<file path="config.mk">
export PLATFORM = sky130hd
export DESIGN_NAME = qconv_ctrl
export DESIGN_NICKNAME = d
export VERILOG_FILES = /design/src/rtl/qconv_pkg.sv /design/src/rtl/qconv_ctrl.sv
export SDC_FILE = /design/constraint.sdc
export NUM_CORES = 1
export LEC_CHECK = 0
export BUFFER_PORTS_ARGS = -buffer_cell sky130_fd_sc_hd__clkbuf_2
export CAP_MARGIN = 20
export CORE_AREA = 2 2 42 73
export CTS_CLUSTER_SIZE = 40
export DETAILED_ROUTE_END_ITERATION = 10
export DIE_AREA = 0 0 44 75
export GPL_TIMING_DRIVEN = 1
export MAX_ROUTING_LAYER = met4
export REMOVE_ABC_BUFFERS = 1
export SLEW_MARGIN = 20
export SYNTH_ARGS = -nofsm -noshare
export SYNTH_HDL_FRONTEND = slang
export SYNTH_SLANG_ARGS = --single-unit
</file>
<file path="constraint.sdc">
create_clock -name aclk -period 2.1 [get_ports aclk]
set_input_delay 0.105 -clock aclk [delete_from_list [all_inputs] [get_ports aclk]]
set_output_delay 0.105 -clock aclk [all_outputs]
set_load 0.005 [all_outputs]
</file>
<file path="src/rtl/qconv_pkg.sv">
package qconv_pkg;

    localparam int CFG_IDX_W = 3;
    localparam int CFG_DATA_W = 32;

    localparam logic [CFG_IDX_W-1:0] CFG_IMG_HEIGHT  = 3'd0;
    localparam logic [CFG_IDX_W-1:0] CFG_IMG_WIDTH   = 3'd1;
    localparam logic [CFG_IDX_W-1:0] CFG_IN_ZERO     = 3'd2;
    localparam logic [CFG_IDX_W-1:0] CFG_WEIGHT_ZERO = 3'd3;
    localparam logic [CFG_IDX_W-1:0] CFG_OUT_MULT    = 3'd4;
    localparam logic [CFG_IDX_W-1:0] CFG_OUT_SHIFT   = 3'd5;
    localparam logic [CFG_IDX_W-1:0] CFG_OUT_ZERO    = 3'd6;

    localparam logic [1:0] REQ_WEIGHT = 2'd0;
    localparam logic [1:0] REQ_BIAS   = 2'd1;
    localparam logic [1:0] REQ_PIXEL  = 2'd2;

    localparam int ROW_POS_W = 12;
    localparam int MAX_HEIGHT = 4096;

    typedef struct packed {
        logic [1:0]         req_type;
        logic [8:0]         table_index;
        logic signed [7:0]  weight_value;
        logic signed [31:0] bias_value;
        logic signed [7:0]  pixel_value;
        logic               frame_start;
    } in_item_t;

    typedef struct packed {
        logic signed [7:0] out_value;
        logic [5:0]        out_channel;
        logic [10:0]       out_row;
        logic [8:0]        out_col;
        logic              last_of_run;
    } out_item_t;

    typedef enum logic [2:0] {
        ST_IDLE,
        ST_LOAD,
        ST_MAC,
        ST_DRAIN1,
        ST_DRAIN2,
        ST_MULT,
        ST_EMIT
    } ctrl_state_t;

    typedef struct packed {
        logic       accept;
        logic       acc_load;
        logic       mac_issue;
        logic       mult_en;
        logic       out_load;
        logic [5:0] co;
        logic [2:0] ci;
        logic [1:0] ky;
        logic [1:0] kx;
    } dp_cmd_t;

    typedef struct packed {
        logic trigger;
        logic out_busy;
    } dp_status_t;

endpackage

</file>
<file path="src/rtl/qconv_ctrl.sv">
module qconv_ctrl import qconv_pkg::*; #(
    parameter int IN_CHANNELS  = 3,
    parameter int OUT_CHANNELS = 16
) (
    input  logic       aclk,
    input  logic       aresetn,
    input  logic       s_valid,
    output logic       s_ready,
    input  dp_status_t status,
    output dp_cmd_t    cmd
);

    ctrl_state_t state_reg, state_next;
    logic [5:0] co_reg, co_next;
    logic [2:0] ci_reg, ci_next;
    logic [1:0] ky_reg, ky_next;
    logic [1:0] kx_reg, kx_next;

    always_ff @(posedge aclk) begin
        if (!aresetn) begin
            state_reg <= ST_IDLE;
            co_reg    <= '0;
            ci_reg    <= '0;
            ky_reg    <= '0;
            kx_reg    <= '0;
        end else begin
            state_reg <= state_next;
            co_reg    <= co_next;
            ci_reg    <= ci_next;
            ky_reg    <= ky_next;
            kx_reg    <= kx_next;
        end
    end

    always_comb begin
        state_next    = state_reg;
        co_next       = co_reg;
        ci_next       = ci_reg;
        ky_next       = ky_reg;
        kx_next       = kx_reg;
        s_ready       = 1'b0;
        cmd           = '0;
        cmd.co        = co_reg;
        cmd.ci        = ci_reg;
        cmd.ky        = ky_reg;
        cmd.kx        = kx_reg;
        case (state_reg)
            ST_IDLE: begin
                s_ready    = 1'b1;
                cmd.accept = s_valid;
                if (s_valid && status.trigger) begin
                    co_next    = '0;
                    state_next = ST_LOAD;
                end
            end
            ST_LOAD: begin
                cmd.acc_load = 1'b1;
                ci_next      = '0;
                ky_next      = '0;
                kx_next      = '0;
                state_next   = ST_MAC;
            end
            ST_MAC: begin
                cmd.mac_issue = 1'b1;
                if (ci_reg == 3'(IN_CHANNELS - 1)) begin
                    ci_next = '0;
                    if (kx_reg == 2'd2) begin
                        kx_next = '0;
                        if (ky_reg == 2'd2) begin
                            state_next = ST_DRAIN1;
                        end else begin
                            ky_next = ky_reg + 2'd1;
                        end
                    end else begin
                        kx_next = kx_reg + 2'd1;
                    end
                end else begin
                    ci_next = ci_reg + 3'd1;
                end
            end
            ST_DRAIN1: begin
                state_next = ST_DRAIN2;
            end
            ST_DRAIN2: begin
                state_next = ST_MULT;
            end
            ST_MULT: begin
                cmd.mult_en = 1'b1;
                state_next  = ST_EMIT;
            end
            ST_EMIT: begin
                if (!status.out_busy) begin
                    cmd.out_load = 1'b1;
                    if (co_reg == 6'(OUT_CHANNELS - 1)) begin
                        state_next = ST_IDLE;
                    end else begin
                        co_next    = co_reg + 6'd1;
                        state_next = ST_LOAD;
                    end
                end
            end
            default: begin
                state_next = ST_IDLE;
            end
        endcase
    end

endmodule

</file>
== Word level (Yosys, flattened, before mapping) ==
Cells that the tools add are included.

* Bits in registers: 16
* Input bits: 5
* Output and inout bits: 19
* Logic and storage cells: 61

* Add/sub/neg operators: 4
* Eq/ne operators: 17
* Mux-type cells: 27
* Reductions and logical operators: 8

{| class="wikitable"
|+ Operators by type and width
! cell !! number
|-
| 3-bit one-hot mux with 7 select lines || 1
|-
| 3-bit two-way mux || 6
|-
| 6-bit two-way mux || 3
|-
| 2-bit inequality test (second input constant) || 7
|-
| 6-bit one-hot mux with 2 select lines || 1
|-
| 2-bit two-way mux || 5
|-
| 3-bit by 2-bit equality test with 1-bit output (second input constant) || 3
|-
| 3-bit equality test (second input constant) || 3
|-
| 1-bit two-way mux || 8
|-
| 2-bit one-hot mux with 2 select lines || 2
|-
| 4-bit AND reduction || 2
|-
| 6-bit by 1-bit adder with 6-bit output (second input constant) || 1
|-
| 6-bit by 4-bit equality test with 1-bit output (second input constant) || 1
|-
| 3-bit one-hot mux with 2 select lines || 1
|-
| 5-bit AND reduction || 1
|-
| 2-bit by 1-bit adder with 2-bit output (second input constant) || 2
|-
| 2-bit equality test (second input constant) || 2
|-
| 2-bit nonzero test || 2
|-
| 3-bit by 1-bit adder with 3-bit output (second input constant) || 1
|-
| 3-bit by 1-bit equality test with 1-bit output (second input constant) || 1
|-
| 3-bit logical NOT || 1
|-
| 2-bit AND reduction || 1
|-
| 1-bit logical AND || 1
|}

== Depth between registers and ports, before layout ==
Gate-level depths: netlist of the first run.

* Depth after elaboration: 5
* Mapped depth: 7

== Worst setup path after synthesis of the first run ==
No wires, ideal clock.

* Kind: register -> register
* Start: register state_reg[2]
* End: register ky_reg[0]
* Library setup time: 0.115 ns
* Arrival: 1.347 ns
* Slack: 0.637 ns
* Cell stages (with the launch flop): 7
* Buffers on the path: 2
* Clock period less this slack: 1.463 ns
* Cells stage by stage: dfxtp_1 -> buf_2 -> or3b_1 -> buf_6 -> o21ai_2 -> o21ai_1 -> a21bo_2

* Word-level cells in the longest chain between the ends: 3
* Elaborated cells on any way between the ends: 8

{| class="wikitable"
|+ RTL lines
! element !! RTL line !! text
|-
| from (decl) || qconv_ctrl.sv:13 || <nowiki>ctrl_state_t state_reg, state_next;</nowiki>
|-
| from (signal assigned) || qconv_ctrl.sv:27 || <nowiki>state_reg <= state_next;</nowiki>
|-
| 3-bit by 2-bit equality test with 1-bit output / 3-bit by 1-bit equality test with 1-bit output (equally long branches) || qconv_ctrl.sv:47 || <nowiki>case (state_reg)</nowiki>
|-
| 2-bit inequality test (no line) / 2-bit nonzero test (equally long branches) || n/a ||
|-
| 4-bit AND reduction (no line) || n/a ||
|-
| to (signal assigned) || qconv_ctrl.sv:30 || <nowiki>ky_reg <= ky_next;</nowiki>
|-
| to (decl) || qconv_ctrl.sv:16 || <nowiki>logic [1:0] ky_reg, ky_next;</nowiki>
|}

Parallel ways exist; a longest one is shown, timed or not.
A chain may end at the register's enable or synchronous reset.

==> run summary, run 1 <==
status - finished, final reports clean
final hold vios - 0
Rows - 25
Final TNS setup - 0 ps
vias - 856
initial antenna violation count - 0
Internal - 0.473 mW
sequential share of power - 51.1%
Primary FF master, synth - dfxtp_1
DP HPWL - 1.46 mm
Pre-Repair DR Iteration Count - 4
crit path DAT - 1540 ps
clk_skew - 1.46 ps
I/O pin count - 24
vias in the first global route - 820
hold buffers post-CTS - 0
share of cells above drive strength 1 - 28.1%
Resize count post-CTS - 0
Routed met2 length - 989 um
DIE AREA - 0.00330 sq mm
fmax - 0.606 GHz
Final Max Tran Viols - 0
DRT iter0 DRCs - 7
root buf cell - clkbuf_8
EDFF count, synth - 0
htree depth - 1
commonest non-fill, non-tap cell in the layout - clkbuf_2
Setup Buffers After CTS - 0
Lkg Pwr - 0.436 nW
logic gate share of total power - 13.3%
critical path type - flop to output pin
final period utilization - 78.6%
Max stage delay on crit path - 540 ps
Wirelength per Cell - 12.4 um
CTS tree - built
crit-path max FO - 9
Area Growth Syn to Fin - 17.4%
worst skew pair latency - 240 ps
Tot Pwr - 0.631 mW
Clock Path Buffers - 2
Initial Util - 34.2%
Core Util, Final - 40.2%
ys async rst share - 0%
Total GRT Usage - 14.1%
Seq/Total Area, Yosys - 34.8%
Power Density - 584 mW/mm^2
synth unique cells - 41
Final Setup Violations - 0
commonest non-fill, non-tap cells in the layout - 23 x clkbuf_2, 16 x dfxtp_1, 10 x nand2_1
RSZ-0062 raised after global routing - false
min cycle time layout - 1650 ps
#FFs+latches synth - 16
Startpoint Class - flop
antenna-violating nets left - 0
Yosys warnings - 0
die height - 75 um
grt total ovfl - 0
HP Class - primary input to flop
fillcell total - 282
max reg flops - 6
Remaining DRCs - 0
Syn Inst Count - 107
largest net degree at the start of global routing - 17
DIE WIDTH - 44 um
clock slew at reported path FFs - 60 ps
top sig layer - met4
Max transition margin - 73.1%
worst vdd ir - 0.000280 V
Psw - 0.158 mW
PortBufs - 23
CTS sink cnt - 16
max cap viols - 0
CP endpoint kind - output pin
Num CTS Buffers - 3
ant diodes - 0
Placer Congestion - 0.782
Total Wirelength - 1.93 mm
Via density - 5.52
cells along the critical path - or3b_1 > inv_2 > clkbuf_2
Nets - 137
Cell Area, Synth - 921 sq um
first-pass GRT wire length - 3.44 mm
WL met1 - 862 um
Avg Cell Area, Syn - 8.61 sq um
Slowest-stage cell, CP - or3b_1
floorplan core area - 0.00269 sq mm
Critical Path RT - 2000 ps
Switching Share - 25.0%
worst slew pin tran - 402 ps
clock power share - 35.5%
met3 WL - 69 um
-- Yosys cell counts, types with 2 or more instances --
master | instances | area share [%]
nand3b_1 | 2 | 1.6
nand4_1 | 3 | 2.0
and2_1 | 3 | 2.0
a31oi_1 | 4 | 2.7
nor2b_1 | 7 | 4.8
mux2i_1 | 3 | 3.3
a21bo_2 | 2 | 2.2
a21oi_1 | 5 | 2.7
nor2_1 | 3 | 1.2
ha_1 | 2 | 2.7
nand3_1 | 3 | 1.6
dfxtp_1 | 16 | 35
o21ai_1 | 2 | 1.1
a41oi_1 | 2 | 1.9
and3_1 | 2 | 1.4
buf_2 | 2 | 1.1
nand2_1 | 10 | 4.1
inv_1 | 6 | 2.4
or3b_1 | 2 | 1.9
nand2b_1 | 2 | 1.4
a21boi_0 | 3 | 2.4
o21ai_0 | 4 | 2.2
-- cell type report --
type | count | area, sq um | area share [%]
clock buffers | 3 | 41.3 | 3.82
inverters | 7 | 26.3 | 2.43
multi-input cells | 79 | 544 | 50.3
flip-flops and latches | 16 | 320 | 29.6
well taps | 27 | 33.8 | 3.12
repair buffers | 23 | 115 | 10.6
-- metal layers --
layer,track usage [%],up-vias
met5,-,-
met4,6.06,0
met3,2.16,2
met2,24.7,20
met1,15.3,402
li1,-,432
-- worst paths after layout --
path	from	endpoint	slack [ps]	depth (start not counted)
setup / recovery	state_reg[1]	cmd[15]	450	3
hold / removal	status[1]	state_reg[0]	210	3
setup reg to reg	state_reg[1]	ky_reg[1]	470	4
hold reg to reg	co_reg[1]	co_reg[1]	500	2
-- stage by stage --
stage	hold WS, ps	cell area [sq um]	worst slack (ps)	std cells
2_1_floorplan	233	891	627	102
3_3_place_gp	455	1040	493	152
3_5_place_dp	469	1040	478	152
4_1_cts	216	1080	455	155
5_1_grt	269	1080	380	155
6_report	212	1080	450	155
-- worst max-delay path: cells and delay by family, from the launching register on --
family        cells  cell delay [ps]
simple gates      1              540
buf+inv           2              290
flops             1              470
-- cell families (layout without fill, tap and decap cells) --
logic type      after synthesis  in the layout  synth area share, %
buf+inv                      12             33                 6.11
simple gates                 43             43                 29.2
fa+ha+maj                     2              2                 2.72
flops                        16             16                 34.8
compound gates               31             31                 23.9
mux                           3              3                 3.26
-- power by group through the flow --
| stage | sequential, mW | clock [mW] | combinational, mW |
|---|---|---|---|
| floorplan | 0.326 | 0 | 0.0562 |
| global placement | 0.329 | 0 | 0.0845 |
| detailed placement | 0.329 | 0 | 0.0856 |
| CTS | 0.322 | 0.234 | 0.0858 |
| global route | 0.324 | 0.252 | 0.0975 |
| finish | 0.323 | 0.224 | 0.0842 |
(Power assumes the default switching activity.)
==> run 2, diff against run 1 <==
--- a/config.mk
+++ b/config.mk
@@ -5,12 +5,13 @@
 export SDC_FILE = /design/constraint.sdc
 export NUM_CORES = 1
 export LEC_CHECK = 0
+export ABC_AREA = 1
 export BUFFER_PORTS_ARGS = -buffer_cell sky130_fd_sc_hd__clkbuf_2
 export CAP_MARGIN = 20
-export CORE_AREA = 2 2 42 73
+export CORE_AREA = 2 2 43 75
 export CTS_CLUSTER_SIZE = 40
 export DETAILED_ROUTE_END_ITERATION = 10
-export DIE_AREA = 0 0 44 75
+export DIE_AREA = 0 0 45 77
 export GPL_TIMING_DRIVEN = 1
 export MAX_ROUTING_LAYER = met4
 export REMOVE_ABC_BUFFERS = 1
==> constraint.sdc (replaced) <==
create_clock -name aclk -period 1.7 [get_ports aclk]
set_input_delay 0.085 -clock aclk [delete_from_list [all_inputs] [get_ports aclk]]
set_output_delay 0.085 -clock aclk [all_outputs]
set_load 0.005 [all_outputs]
==> run 2 against run 1 <==
Net effect: count of clock-buffer cells in the layout is 1 higher; worst setup slack lost 230 ps; critical path depth rose by 7; largest cell class unchanged; first-iteration DRC count increased by 100%; critical endpoint is now co_reg[0].
==> run summary, run 2 <==
EDFF count, synth - 0
grt total ovfl - 0
min cycle time layout - 1480 ps
floorplan core area - 0.00286 sq mm
Power Density - 1620 mW/mm^2
r2r setup slk - 220 ps
Clock Path Buffers - 2
largest net degree at the start of global routing - 13
RSZ-0062 raised after global routing - false
Final Max Tran Viols - 0
synth top area cells - dfxtp_1 33%, nand2_1 14%, nand3_1 9.4%
Yosys top cell area share - 33.4%
hold buffers post-CTS - 0
Max transition margin - 83.1%
Area after DPL - 0.00109 sq mm
Setup Buffers After CTS - 0
Via density - 4.93
clk_skew - 4.56 ps
max cap viols - 0
Startpoint Class - flop
worst slew pin tran - 254 ps
Lkg Pwr - 0.570 nW
Syn Inst Count - 150
worst skew pair latency - 250 ps
Placer Congestion - 0.891
top-count cell post-synth - nand2_1
Nets - 184
Resize count post-CTS - 0
HP Class - primary input to flop
Psw - 0.844 mW
I/O pin count - 24
ant diodes - 0
buffer and inverter count on the worst path - 1
vias - 1005
cells along the critical path - ha_1 > nand2_1 > nor2_1 > nand2_1 > nand2_2 > nand2_4 > nand2_2 > inv_1 > nor2_1 > nor2_1
Top delay family on crit path - simple AND/OR/NAND/NOR gates
root buf cell - clkbuf_8
Wirelength per Cell - 10.5 um
Initial Util - 33.5%
commonest non-fill, non-tap cells in the layout - 35 x nand2_1, 24 x inv_1, 23 x clkbuf_2
commonest non-fill, non-tap cell in the layout - nand2_1
sequential share of power - 30.7%
Num CTS Buffers - 3
Seq/Total Area, Yosys - 33.4%
DRT iter0 DRCs - 14
CP endpoint kind - flop
Critical Path RT - 1840 ps
max reg flops - 6
Cell Area, Synth - 958 sq um
most frequent CP cell - nor2_1
antenna-violating nets left - 0
logic gate share of total power - 51.2%
post-synth top area cell - dfxtp_1
CTS tree - built
Final Setup Violations - 0
PortBufs - 23
Max stage delay on crit path - 410 ps
CTS sink cnt - 16
Primary FF master, synth - dfxtp_1
status - finished, final reports clean
ys async rst share - 0%
first-pass GRT wire length - 3.61 mm
vias in the first global route - 916
crit-path max FO - 8
worst vdd ir - 0.000677 V
Final TNS setup - 0 ps
critical path type - flop to flop
Area Growth Syn to Fin - 20.0%
initial antenna violation count - 0
Post-synth top cells - 35 x nand2_1, 24 x inv_1, 20 x nor2_1, 18 x nand3_1, 16 x dfxtp_1
final period utilization - 87.3%
Final Cell Area - 0.00115 sq mm
clock slew at reported path FFs - 70 ps
htree depth - 1
hold_ws - 221 ps
Yosys warnings - 0
Pre-Repair DR Iteration Count - 4
#FFs+latches synth - 16
die height - 77 um
Slowest-stage cell, CP - dfxtp_1
Avg Cell Area, Syn - 6.39 sq um
Total Wirelength - 2.14 mm
Remaining DRCs - 0
Switching Share - 45.4%
DP HPWL - 1.73 mm
crit path DAT - 1630 ps
DIE AREA - 0.00347 sq mm
final hold vios - 0
Total GRT Usage - 13.9%
DIE WIDTH - 45 um
synth unique cells - 21
Rows - 26
share of cells above drive strength 1 - 23.9%
Internal - 1.02 mW
clock power share - 18.1%
fmax - 0.674 GHz
[run 2: cell types whose count changed after synthesis, sizes merged, moves of 3 or more]
cell	before	now
a21boi	3	0
a21oi	6	10
a31oi	4	0
and2	3	0
buf	3	0
inv	7	27
mux2i	3	0
nand2	10	41
nand3	3	20
nor2	3	20
nor2b	7	0
or3b	3	0
[run 2: layer usage]
metal / global-route usage (%) / up-vias / wire (um)
li1: - / 522 / -
met1: 13.5 / 464 / 837
met2: 25.0 / 17 / 1210
met3: 2.35 / 2 / 72
met4: 6.47 / 0 / 24
met5: - / - / 0
[run 2: cell families after synthesis]
group                    after synthesis  share of synthesized area [%]
XOR/XNOR                               1                          0.914
buffers and inverters                 29                           12.8
AO/OA/AOI/OAI                         17                           9.92
AND/OR/NAND/NOR                       85                           40.3
adder cells (fa/ha/maj)                2                           2.61
flip-flops                            16                           33.4
[run 2: power by group through the flow]
stage,sequential (mW),combinational (mW),clock (mW)
detailed placement,0.581,0.966,0
global route,0.590,1.10,0.372
floorplan,0.568,0.701,0
global placement,0.577,0.953,0
finish,0.571,0.953,0.336
CTS,0.573,0.971,0.349
[run 2: area by class of cell]
cell class              instances  area, sq um
clock buffers                   4         55.1
fillers                       315         1710
inverters                      28          109
multi-input cells             105          515
flip-flops and latches         16          320
well taps                      28         35.0
repair buffers                 23          115
[run 2: metrics by stage]
stage | instances | utilization, % | total power, mW | setup WS, ps
2_1_floorplan | 149 | - | 1.27 | 340
3_3_place_gp | 200 | 38.2 | 1.53 | 262
3_5_place_dp | 200 | 38.2 | 1.55 | 217
4_1_cts | 204 | 40.2 | 1.89 | 203
5_1_grt | 204 | 40.2 | 2.06 | 36.3
6_report | 204 | 40.2 | 1.86 | 216
[run 2: worst min-delay path: cells and delay by family]
kind          cells  cell delay (ps)
buf+inv           1              200
simple gates      2              150
[run 2: final timing paths]
path	start	to	cells past startpoint
setup / recovery	co_reg[0]	co_reg[0]	10
hold / removal	aresetn	co_reg[5]	3
setup reg to reg	co_reg[0]	co_reg[0]	10
hold reg to reg	ci_reg[2]	ci_reg[2]	2
